[src/design/rau_pkg.sv]
`timescale 1ns / 1ps
package rau_pkg;

  localparam int unsigned OperandBitsDef = 16;
  localparam int unsigned FieldBits      = 16;
  localparam int unsigned NumBits        = 33;
  localparam int unsigned DenBits        = 32;

  typedef enum logic [1:0] {
    OP_ADD = 2'd0,
    OP_SUB = 2'd1,
    OP_MUL = 2'd2,
    OP_DIV = 2'd3
  } op_e;

  typedef struct packed {
    op_e                         op;
    logic signed [FieldBits-1:0] num_a;
    logic signed [FieldBits-1:0] den_a;
    logic signed [FieldBits-1:0] num_b;
    logic signed [FieldBits-1:0] den_b;
  } in_t;

  typedef struct packed {
    logic signed [NumBits-1:0] res_num;
    logic signed [DenBits-1:0] res_den;
    logic                      reduce_fault;
  } out_t;

  // item as handed from the front to the back
  typedef struct packed {
    in_t  item;
    logic needs_reduce;
  } job_t;

endpackage

[src/design/rau_queue.sv]
`timescale 1ns / 1ps
module rau_queue (
  input  logic          clk_i,
  input  logic          rst_ni,
  input  logic          push_i,
  input  rau_pkg::job_t push_data_i,
  output logic          full_o,
  input  logic          pop_i,
  output logic          empty_o,
  output rau_pkg::job_t head_o
);

  rau_pkg::job_t mem_q [2];
  logic       wr_ptr_q, wr_ptr_d;
  logic       rd_ptr_q, rd_ptr_d;
  logic [1:0] count_q, count_d;

  assign full_o  = (count_q == 2'd2);
  assign empty_o = (count_q == 2'd0);
  assign head_o  = mem_q[rd_ptr_q];

  always_comb begin
    wr_ptr_d = push_i ? ~wr_ptr_q : wr_ptr_q;
    rd_ptr_d = pop_i ? ~rd_ptr_q : rd_ptr_q;
    count_d  = count_q + {1'b0, push_i} - {1'b0, pop_i};
  end

  always_ff @(posedge clk_i or negedge rst_ni) begin
    if (!rst_ni) begin
      wr_ptr_q <= 1'b0;
      rd_ptr_q <= 1'b0;
      count_q  <= 2'd0;
    end else begin
      wr_ptr_q <= wr_ptr_d;
      rd_ptr_q <= rd_ptr_d;
      count_q  <= count_d;
    end
  end

  always_ff @(posedge clk_i) begin
    if (push_i) begin
      mem_q[wr_ptr_q] <= push_data_i;
    end
  end

endmodule

[src/design/rau_front.sv]
`timescale 1ns / 1ps
module rau_front (
  input  logic          clk_i,
  input  logic          rst_ni,
  input  logic          in_valid_i,
  output logic          in_stall_o,
  input  rau_pkg::in_t  in_item_i,
  output logic          push_o,
  output rau_pkg::job_t push_data_o,
  input  logic          q_full_i
);

  logic          valid_q, valid_d;
  rau_pkg::job_t job_q, job_d;
  logic          accept;

  assign in_stall_o  = valid_q & q_full_i;
  assign accept      = in_valid_i & ~in_stall_o;
  assign push_o      = valid_q & ~q_full_i;
  assign push_data_o = job_q;

  always_comb begin
    valid_d = accept | (valid_q & ~push_o);
    job_d   = job_q;
    if (accept) begin
      job_d.item         = in_item_i;
      job_d.needs_reduce = (in_item_i.op == rau_pkg::OP_ADD);
    end
  end

  always_ff @(posedge clk_i or negedge rst_ni) begin
    if (!rst_ni) begin
      valid_q <= 1'b0;
    end else begin
      valid_q <= valid_d;
    end
  end

  always_ff @(posedge clk_i) begin
    job_q <= job_d;
  end

endmodule

[src/design/rau_back.sv]
`timescale 1ns / 1ps
module rau_back #(
  parameter int unsigned OPERAND_BITS = rau_pkg::OperandBitsDef
) (
  input  logic          clk_i,
  input  logic          rst_ni,
  input  logic          q_empty_i,
  input  rau_pkg::job_t q_head_i,
  output logic          pop_o,
  output logic          out_valid_o,
  input  logic          out_stall_i,
  output rau_pkg::out_t out_item_o
);

  localparam int unsigned W  = OPERAND_BITS;
  localparam int unsigned PW = 2 * W;
  localparam int unsigned SW = PW + 1;
  localparam int unsigned KW = $clog2(SW + 1);
  localparam int unsigned NW = (SW > rau_pkg::NumBits) ? SW : rau_pkg::NumBits;
  localparam int unsigned DW = (PW > rau_pkg::DenBits) ? PW : rau_pkg::DenBits;

  typedef enum logic [3:0] {
    S_IDLE, S_MUL0, S_MUL1, S_MUL2, S_COMB, S_GCD, S_DIVN, S_DIVD, S_DONE
  } state_e;

  state_e                 state_q;
  rau_pkg::op_e           op_q;
  logic                   reduce_q;
  logic signed [W-1:0]    na_q, da_q, nb_q, db_q;
  logic signed [PW-1:0]   p0_q, p1_q, p2_q;
  logic signed [SW-1:0]   rn_q;
  logic signed [PW-1:0]   rd_q;
  logic                   fault_q;
  logic                   n_neg_q, d_neg_q;
  logic [SW-1:0]          x_q, y_q, dmag_q, g_q, quo_q, rem_q;
  logic [KW-1:0]          k_q, cnt_q;
  logic                   out_valid_q;
  rau_pkg::out_t          out_q;

  logic signed [W-1:0]    ma, mb;
  logic signed [PW-1:0]   prod;
  logic signed [SW-1:0]   n_sum, d_ext;
  logic [SW:0]            r2;
  logic                   r2_ge;
  logic [SW-1:0]          quo_next, rem_next, neg_quo;
  logic                   out_free;
  logic signed [NW-1:0]   rn_w;
  logic signed [DW-1:0]   rd_w;

  function automatic logic signed [W-1:0] operand(input logic [rau_pkg::FieldBits-1:0] raw);
    logic [31:0] z;
    z = {16'b0, raw};
    return z[W-1:0];
  endfunction

  always_comb begin
    unique case (state_q)
      S_MUL0: begin
        ma = na_q;
        mb = (op_q == rau_pkg::OP_MUL) ? nb_q : db_q;
      end
      S_MUL1: begin
        ma = nb_q;
        mb = da_q;
      end
      default: begin
        ma = da_q;
        mb = (op_q == rau_pkg::OP_DIV) ? nb_q : db_q;
      end
    endcase
    prod = ma * mb;
  end

  always_comb begin
    case (op_q)
      rau_pkg::OP_ADD: n_sum = SW'(p0_q) + SW'(p1_q);
      rau_pkg::OP_SUB: n_sum = SW'(p0_q) - SW'(p1_q);
      default:         n_sum = SW'(p0_q);
    endcase
    d_ext = SW'(p2_q);
  end

  always_comb begin
    r2       = {rem_q, quo_q[SW-1]};
    r2_ge    = (r2 >= {1'b0, g_q});
    rem_next = r2_ge ? SW'(r2 - {1'b0, g_q}) : r2[SW-1:0];
    quo_next = {quo_q[SW-2:0], r2_ge};
    neg_quo  = -quo_next;
  end

  assign out_free    = ~out_valid_q | ~out_stall_i;
  assign pop_o       = (state_q == S_IDLE) & ~q_empty_i;
  assign out_valid_o = out_valid_q;
  assign out_item_o  = out_q;
  assign rn_w        = NW'(rn_q);
  assign rd_w        = DW'(rd_q);

  always_ff @(posedge clk_i or negedge rst_ni) begin
    if (!rst_ni) begin
      state_q     <= S_IDLE;
      out_valid_q <= 1'b0;
    end else begin
      if (state_q == S_DONE && out_free) begin
        out_valid_q <= 1'b1;
      end else if (!out_stall_i) begin
        out_valid_q <= 1'b0;
      end
      unique case (state_q)
        S_IDLE: begin
          if (!q_empty_i) begin
            state_q <= S_MUL0;
          end
        end
        S_MUL0: state_q <= S_MUL1;
        S_MUL1: state_q <= S_MUL2;
        S_MUL2: state_q <= S_COMB;
        S_COMB: begin
          if (reduce_q && n_sum != '0 && d_ext != '0) begin
            state_q <= S_GCD;
          end else begin
            state_q <= S_DONE;
          end
        end
        S_GCD: begin
          if (x_q == '0 || y_q == '0) begin
            state_q <= S_DIVN;
          end
        end
        S_DIVN: begin
          if (cnt_q == '0) begin
            state_q <= S_DIVD;
          end
        end
        S_DIVD: begin
          if (cnt_q == '0) begin
            state_q <= S_DONE;
          end
        end
        S_DONE: begin
          if (out_free) begin
            state_q <= S_IDLE;
          end
        end
        default: state_q <= S_IDLE;
      endcase
    end
  end

  always_ff @(posedge clk_i) begin
    case (state_q)
      S_IDLE: begin
        op_q     <= q_head_i.item.op;
        reduce_q <= q_head_i.needs_reduce;
        na_q     <= operand(q_head_i.item.num_a);
        da_q     <= operand(q_head_i.item.den_a);
        nb_q     <= operand(q_head_i.item.num_b);
        db_q     <= operand(q_head_i.item.den_b);
      end
      S_MUL0: p0_q <= prod;
      S_MUL1: p1_q <= prod;
      S_MUL2: p2_q <= prod;
      S_COMB: begin
        rn_q    <= n_sum;
        rd_q    <= p2_q;
        fault_q <= reduce_q && (n_sum == '0 || d_ext == '0);
        n_neg_q <= n_sum[SW-1];
        d_neg_q <= d_ext[SW-1];
        x_q     <= n_sum[SW-1] ? -n_sum : n_sum;
        y_q     <= d_ext[SW-1] ? -d_ext : d_ext;
        dmag_q  <= d_ext[SW-1] ? -d_ext : d_ext;
        k_q     <= '0;
      end
      S_GCD: begin
        if (x_q == '0 || y_q == '0) begin
          g_q   <= (x_q | y_q) << k_q;
          quo_q <= n_neg_q ? -rn_q : rn_q;
          rem_q <= '0;
          cnt_q <= KW'(SW - 1);
        end else if (!x_q[0] && !y_q[0]) begin
          x_q <= x_q >> 1;
          y_q <= y_q >> 1;
          k_q <= k_q + KW'(1);
        end else if (!x_q[0]) begin
          x_q <= x_q >> 1;
        end else if (!y_q[0]) begin
          y_q <= y_q >> 1;
        end else if (x_q >= y_q) begin
          x_q <= (x_q - y_q) >> 1;
        end else begin
          y_q <= (y_q - x_q) >> 1;
        end
      end
      S_DIVN: begin
        if (cnt_q == '0) begin
          rn_q  <= n_neg_q ? neg_quo : quo_next;
          quo_q <= dmag_q;
          rem_q <= '0;
          cnt_q <= KW'(SW - 1);
        end else begin
          quo_q <= quo_next;
          rem_q <= rem_next;
          cnt_q <= cnt_q - KW'(1);
        end
      end
      S_DIVD: begin
        if (cnt_q == '0) begin
          rd_q <= d_neg_q ? neg_quo[PW-1:0] : quo_next[PW-1:0];
        end else begin
          quo_q <= quo_next;
          rem_q <= rem_next;
          cnt_q <= cnt_q - KW'(1);
        end
      end
      S_DONE: begin
        if (out_free) begin
          out_q.res_num      <= rn_w[rau_pkg::NumBits-1:0];
          out_q.res_den      <= rd_w[rau_pkg::DenBits-1:0];
          out_q.reduce_fault <= fault_q;
        end
      end
      default: ;
    endcase
  end

endmodule

[src/design/rational_arithmetic_unit.sv]
`timescale 1ns / 1ps
// Channel | Dir | Handshake                 | Item
// in      | in  | in_valid_i / in_stall_o   | rau_pkg::in_t  (op, num_a, den_a, num_b, den_b)
// out     | out | out_valid_o / out_stall_i | rau_pkg::out_t (res_num, res_den, reduce_fault)
// Subtract, multiply, divide: the result comes from three passes through one shared
// multiplier and is not reduced.
// Add: up to about 4*OPERAND_BITS gcd steps plus two bit-serial exact divisions of
// 2*OPERAND_BITS+1 steps each; a zero sum or denominator skips them and sets reduce_fault.
// Reset is asynchronous and empties the input register, queue and output register.
// A two-entry queue decouples input from the back end; a stalled result holds its register.
module rational_arithmetic_unit #(
  parameter int unsigned OPERAND_BITS = rau_pkg::OperandBitsDef
) (
  input  logic          clk_i,
  input  logic          rst_ni,
  input  logic          in_valid_i,
  output logic          in_stall_o,
  input  rau_pkg::in_t  in_item_i,
  output logic          out_valid_o,
  input  logic          out_stall_i,
  output rau_pkg::out_t out_item_o
);

  logic          push, q_full, pop, q_empty;
  rau_pkg::job_t push_data, q_head;

  rau_front u_front (
    .clk_i       (clk_i),
    .rst_ni      (rst_ni),
    .in_valid_i  (in_valid_i),
    .in_stall_o  (in_stall_o),
    .in_item_i   (in_item_i),
    .push_o      (push),
    .push_data_o (push_data),
    .q_full_i    (q_full)
  );

  rau_queue u_queue (
    .clk_i       (clk_i),
    .rst_ni      (rst_ni),
    .push_i      (push),
    .push_data_i (push_data),
    .full_o      (q_full),
    .pop_i       (pop),
    .empty_o     (q_empty),
    .head_o      (q_head)
  );

  rau_back #(
    .OPERAND_BITS (OPERAND_BITS)
  ) u_back (
    .clk_i       (clk_i),
    .rst_ni      (rst_ni),
    .q_empty_i   (q_empty),
    .q_head_i    (q_head),
    .pop_o       (pop),
    .out_valid_o (out_valid_o),
    .out_stall_i (out_stall_i),
    .out_item_o  (out_item_o)
  );

endmodule

[config.mk]
export PLATFORM = sky130hd
export DESIGN_NAME = rational_arithmetic_unit
export DESIGN_NICKNAME = d
export VERILOG_FILES = /design/src/design/rau_pkg.sv /design/src/design/rau_queue.sv /design/src/design/rau_front.sv /design/src/design/rau_back.sv /design/src/design/rational_arithmetic_unit.sv
export SDC_FILE = /design/constraint.sdc
export NUM_CORES = 2
export LEC_CHECK = 0
export ABC_AREA = 1
export BUFFER_PORTS_ARGS = -buffer_cell sky130_fd_sc_hd__buf_2
export CORE_ASPECT_RATIO = 1.75
export CORE_MARGIN = 3
export CORE_UTILIZATION = 40
export DETAILED_ROUTE_END_ITERATION = 6
export PLACE_DENSITY = 0.66
export SYNTH_ARGS = -nofsm -noshare
export SYNTH_HDL_FRONTEND = slang
export SYNTH_HIERARCHICAL = 1
export SYNTH_SLANG_ARGS = --single-unit
export TNS_END_PERCENT = 50
[constraint.sdc]
create_clock -name clk_i -period 9.38 [get_ports clk_i]
set_input_delay 0.938 -clock clk_i [delete_from_list [all_inputs] [get_ports clk_i]]
set_output_delay 0.938 -clock clk_i [all_outputs]
set_load 0.05 [all_outputs]
* Word level (Yosys, flattened, before mapping)
Memories as Yosys holds them, arrays and structs flattened. A register that Yosys moved wholly into a read port is not among the register bits. Cells that the tools add are included. Widths: inputs -> output; s select.
Storage, ports and cells: output and inout port bits 68, bits of input ports 70, logic and storage cells 180, RAM bits 134, bits in latches 0, memory bits (read-only) 0, memories 1, register bits 517
Memories:
- u_queue.mem_q | depth 2, width 67, read ports 1, clocked after memory_dff 1, wr ports 1, RTL line rau_queue.sv:13 | rau_pkg::job_t mem_q [2];
Cells by class: reduce and logical (&&, ||, !) cells 35, div/mod/pow operators 0, magnitude comparators 2, multiply operators 1, shift operators 1, bitwise operators 16, add/subtract/negate cells 13, mux-type cells 53, equal/unequal tests 25
Operator list (number):
- $mux 33 | 22
- $pmux 33 s2 | 4
- $pmux 33 s3 | 2
- $logic_not 33->1 | 4
- $neg 33->33 | 3
- $sub 33x33->33 | 3
- $reduce_bool 33->1 | 2
- $mux 32 | 2
- $pmux 16 s2 | 2
- $pmux 32 s2 | 1
- $pmux 4 s9 | 1
- $ge 34x33->1 | 1
- $add 32x32->33 | 1
- $ge 33x33->1 | 1
- $neg 32->33 | 1
- $or 33x33->33 | 1
- $shl 33x6->33 | 1
- $sub 32x32->33 | 1
- $mul 16x16->32 | 1
- $mux 16 | 2
- $mux 6 | 5
- $mux 4 | 6
- $pmux 6 s3 | 1
- $eq 4x3->1 const B | 4
- 30 further kinds | 74

* Logic depth before layout (Yosys ltp)
depth after elaboration 7, gate-level depth with buffers 38, mapped depth without buffers 36

* Cells and area by module
The synthesis kept the hierarchy.
By module, submodules not included:
- rau_back | cells an instance 5490, instances 1, area an instance 45110.8 um^2
- rau_queue | cells an instance 375, instances 1, area an instance 5200.0 um^2
- rau_front | cells an instance 76, instances 1, area an instance 2068.2 um^2

* Worst setup path before layout
No wires, ideal clock.
kind register -> register, start register u_back.state_q[3], end register u_back.p0_q[28] (data pin), data required time 9.119 ns, arrival time 7.313 ns, path buffers 1, setup slack 1.806 ns, cell stages (with the launch flop) 34, clock period less this slack 7.574 ns, path through dfrtp_1 -> nor2_1 -> nand2_1 -> clkinv_1 -> clkbuf_1 -> nand2_1 -> o21ai_0 -> a21oi_2 -> inv_1 -> nand2_1 -> fa_1 -> inv_1 -> fa_1 -> inv_1 -> fa_1 -> inv_1 -> fa_1 -> fa_1 -> inv_1 -> fa_1 -> inv_1 -> ha_1 -> nand2_1 -> inv_1 -> nand2_1 -> o211ai_1 -> a21oi_1 -> o21ai_0 -> a21o_1 -> nand2_1 -> nand2_1 -> nand3_1 -> nand4_1 -> nand2_1
Between the ends: word-level cells in the longest chain between the ends 3
Ends and longest elaborated chain:
- from (decl) | RTL line rau_back.sv:26 | state_e state_q;
- from (signal assigned) | RTL line rau_back.sv:100 | state_q <= S_IDLE;
- from (signal assigned) | RTL line rau_back.sv:111 | state_q <= S_MUL0;
- from (signal assigned) | RTL line rau_back.sv:114 | S_MUL0: state_q <= S_MUL1;
- $eq 4x2->1 / $eq 4x1->1 (equally long branches) | RTL line rau_back.sv:57 | unique case (state_q)
- $pmux 16 s2 | RTL line rau_back.sv:57
- $mul 16x16->32 (*) | RTL line rau_back.sv:71 | prod = ma * mb;
- named net u_back.prod[28] | RTL line rau_back.sv:41 | logic signed [PW-1:0] prod;
- to (signal assigned) | RTL line rau_back.sv:159 | S_MUL0: p0_q <= prod;
- to (decl) | RTL line rau_back.sv:30 | logic signed [PW-1:0] p0_q, p1_q, p2_q;
Mark *: on every way through the listed nets, which the timed path passes. The rest lies on a longest branch. A chain may end at the register's enable or synchronous reset.

* Final worst setup path
start register u_back.state_q[2], end register u_back.p0_q[29] (data pin)
The elaborated chain is that of the path after synthesis.

==> run_results.csv <==
group,metric,value,unit
outcome,outcome,"completed",
critical_path,critPathRequiredTime,9770,ps
drt,drc,0,
sta,tns,0,ps
placement,port_buffers,137,
grt,grt_pass1_vias,43170,
sta,rsz0062_at_grt,"false",
clocking,tritoncts,"done",
sta,max_slew_margin,7.728,%
clocking,cts-root-buf,"clkbuf_16",
grt,grt_overflow,0,
yosys,syn-cell-area,0.05238,mm^2
clocking,cts_resized,0,
clocking,numCtsBuffers,72,
drt,drt_iter0_drc,2531,
placement,gp_congestion,0.9968,
drt,dr.pass1.iters,6,
yosys,ys_seq_area_share,41.07,%
grt,grt_pass1_wl,266.9,mm
die,die_h,484.7,um
grt,track_usage,26.76,%
yosys,synth_edf_count,708,
drt,drt-met1-wl,57.86,mm
drt,routed_wl,182.9,mm
hold_path,min_path_type,"in2async",
sta,clock_skew,32.76,ps
sta,hold_viol,0,
die,die_area,0.1355,mm^2
layout,drive_above_1_share,8.474,%
placement,dp_hpwl,149.2,mm
sta,maxSlewViolCount,0,
yosys,ys_ff_latch,718,
drt,route.met2.wl,95.81,mm
drt,wire_per_inst,23.46,um
yosys,ys_warn_count,6,
clocking,cts_buffer_depth,3,
layout,fillCellCount,12860,
drt,ant_nets,0,
yosys,synthFlopType,"edfxtp_1",
drt,routed.top_layer,"met5",
grt,grt_max_degree,113,
die,die_w,279.5,um
sta,tightest_slew,1367,ps
sta,fmax,120.1,MHz
layout,final_util,44.10,%
drt,viasPerCell,5.329,
clocking,h-tree-depth,3,
clocking,postCtsSetupBuffers,0,
critical_path,worst_setup_path_start_kind,"register",
die,io-pin-count,138,
yosys,synth.distinct_cells,76,
clocking,clkLatencyLatePin,680,ps
clocking,clk_pin_slew,80,ps
critical_path,crit_type,"reg2reg",
die,initial_core_util,40.27,%
drt,met3_length,7.681,mm
die,core_area,0.1301,mm^2
die,placementRows,175,
yosys,syn_area_per_cell,8.817,um^2
critical_path,cp-end-kind,"register",
yosys,syn_inst,5941,
drt,num_vias,41540,
critical_path,cp_max_fo,21,
run,drv_cap,0,
clocking,hold_buffers,0,
grt,antenna_found_initial,4,
layout,fin_nets,6646,
critical_path,cp.arrival,8720,ps
sta,fin_crit,8327,ps
yosys,async_reset_ff_share,1.393,%
sta,period_share,88.77,%
layout,syn2layout_area_growth,9.495,%
clocking,cts_sinks,718,
sta,finalSetupViolCount,0,
## layout make-up
class	count	area (um^2)	share of cell area [%]
well taps	1681	2103	3.667
diodes	2	5.005	0.008726
flip-flops and latches	718	21510	37.51
clock buffers	82	1882	3.281
inverters	1048	3938	6.865
multi-input cells	4007	26220	45.72
repair buffers	209	1226	2.138
clock inverters	49	464.2	0.8094
## layer usage
| metal | vias up | track usage, % |
|---|---|---|
| li1 | 19640 | - |
| met1 | 19900 | 24.17 |
| met2 | 1395 | 50.21 |
| met3 | 605 | 3.555 |
| met4 | 4 | 25.74 |
| met5 | - | 0 |
## metrics by stage
| stage | area (um^2) | cells | hold WS [ps] | worst slack (ps) |
|---|---|---|---|---|
| 4_1_cts | 57350 | 7794 | 178.0 | 1048 |
| 5_1_grt | 57350 | 7794 | 227.6 | 604.6 |
| 3_5_place_dp | 55000 | 7663 | 404.5 | 1082 |
| 6_report | 57350 | 7796 | 227.2 | 1053 |
| 3_3_place_gp | 55000 | 7663 | 402.7 | 1159 |
| 2_1_floorplan | 52380 | 5942 | 400.3 | 1806 |
## flip-flops by register name, indices dropped and copies added (netlist names), 16 cells and up
register and flops:
u_queue/mem_q 134, u_back/db_q 16, u_back/rn_q 33, u_back/rem_q 33, u_back/da_q 16, u_front/push_data_o 67, u_back/nb_q 16, u_back/out_item_o 66
u_back/na_q 16, u_back/quo_q 33, u_back/rd_q 32, u_back/x_q 33, u_back/p2_q 32, u_back/dmag_q 33, u_back/p0_q 32, u_back/y_q 33
u_back/p1_q 32, u_back/g_q 33
## synth_stat cells, types with 11 or more instances
cell	instances	area [um^2]
mux2i_1	18	180.2
inv_1	1023	3840
a22oi_1	52	390.4
nor4_1	25	156.4
buf_2	37	185.2
ha_1	254	3178
buf_6	14	157.7
o31ai_1	12	90.09
or2_2	25	156.4
nand3_1	183	915.9
edfxtp_1	708	21260
o21ai_1	33	165.2
a21o_1	15	112.6
nor3_1	50	250.2
a21oi_2	12	105.1
nand2_1	1212	4549
nor2_2	31	193.9
fa_1	266	5325
buf_1	12	45.04
o221ai_1	12	105.1
nor2_1	496	1862
xor2_1	184	1612
nand3_2	17	170.2
o211ai_1	37	277.8
o21ai_0	420	2102
o21ai_2	12	105.1
a211oi_1	11	82.58
a31oi_1	14	87.58
o22ai_1	34	212.7
clkbuf_1	100	375.4
a21oi_1	324	1622
nand4_1	52	325.3
nand2_2	37	231.5
inv_2	13	48.80
xnor2_1	64	560.5
o21bai_1	18	135.1
## logic make-up after synthesis
logic type,share of synthesized area [%]
muxes,0.3870
DFF,41.07
adders and majority gates,16.23
AOI/OAI and AO/OA,11.36
and+or+nand+nor,17.74
buffers and inverters,9.065
xor gates and xnor gates,4.147
other,0.007159
## placed cells by master, fill, tap and decap left out, types with 72 or more instances in the layout
cell and instances:
nor2_1 489, clkbuf_16 74, o21ai_0 419, buf_4 72, ha_1 254, xor2_1 184, buf_2 137, a21oi_1 322
fa_1 266, nand2_1 1211, edfxtp_1 708, inv_1 1021, nand3_1 183
## path summary, 6_finish.rpt
kind,slack (ps),endpoint,from,cells after the start
worst max-delay path,1050,u_back/p0_q[29],u_back/state_q[2],25
max in group asynchronous,8780,u_queue/rd_ptr_q,rst_ni,1
worst max register to register,1050,u_back/p0_q[29],u_back/state_q[2],25
worst min register to register,420,u_queue/mem_q[1][13],u_front/push_data_o[13],0
worst min-delay path,230,u_queue/rd_ptr_q,rst_ni,1
min in group clk_i,420,u_queue/mem_q[1][13],u_front/push_data_o[13],0
## critical path: stages, from the launching register on
cell and delay, ps:
dfrtp_1 450, nor2_1 160, inv_1 130, nor2_1 310, inv_1 290, buf_4 300, o211ai_1 110, nand2_1 350
nor2_1 580, fa_1 650, fa_1 970, fa_1 550, fa_1 510, fa_1 500, inv_1 60, fa_1 520
inv_1 40, ha_1 340, a21oi_1 180, o21ai_0 150, a21oi_1 170, nand3_1 210, nand3_1 120, nand2_1 90
a21oi_1 170, xnor2_1 110
Power is not shown: default switching activity piles up to over one toggle a cycle in this logic, so the estimate is an artifact.
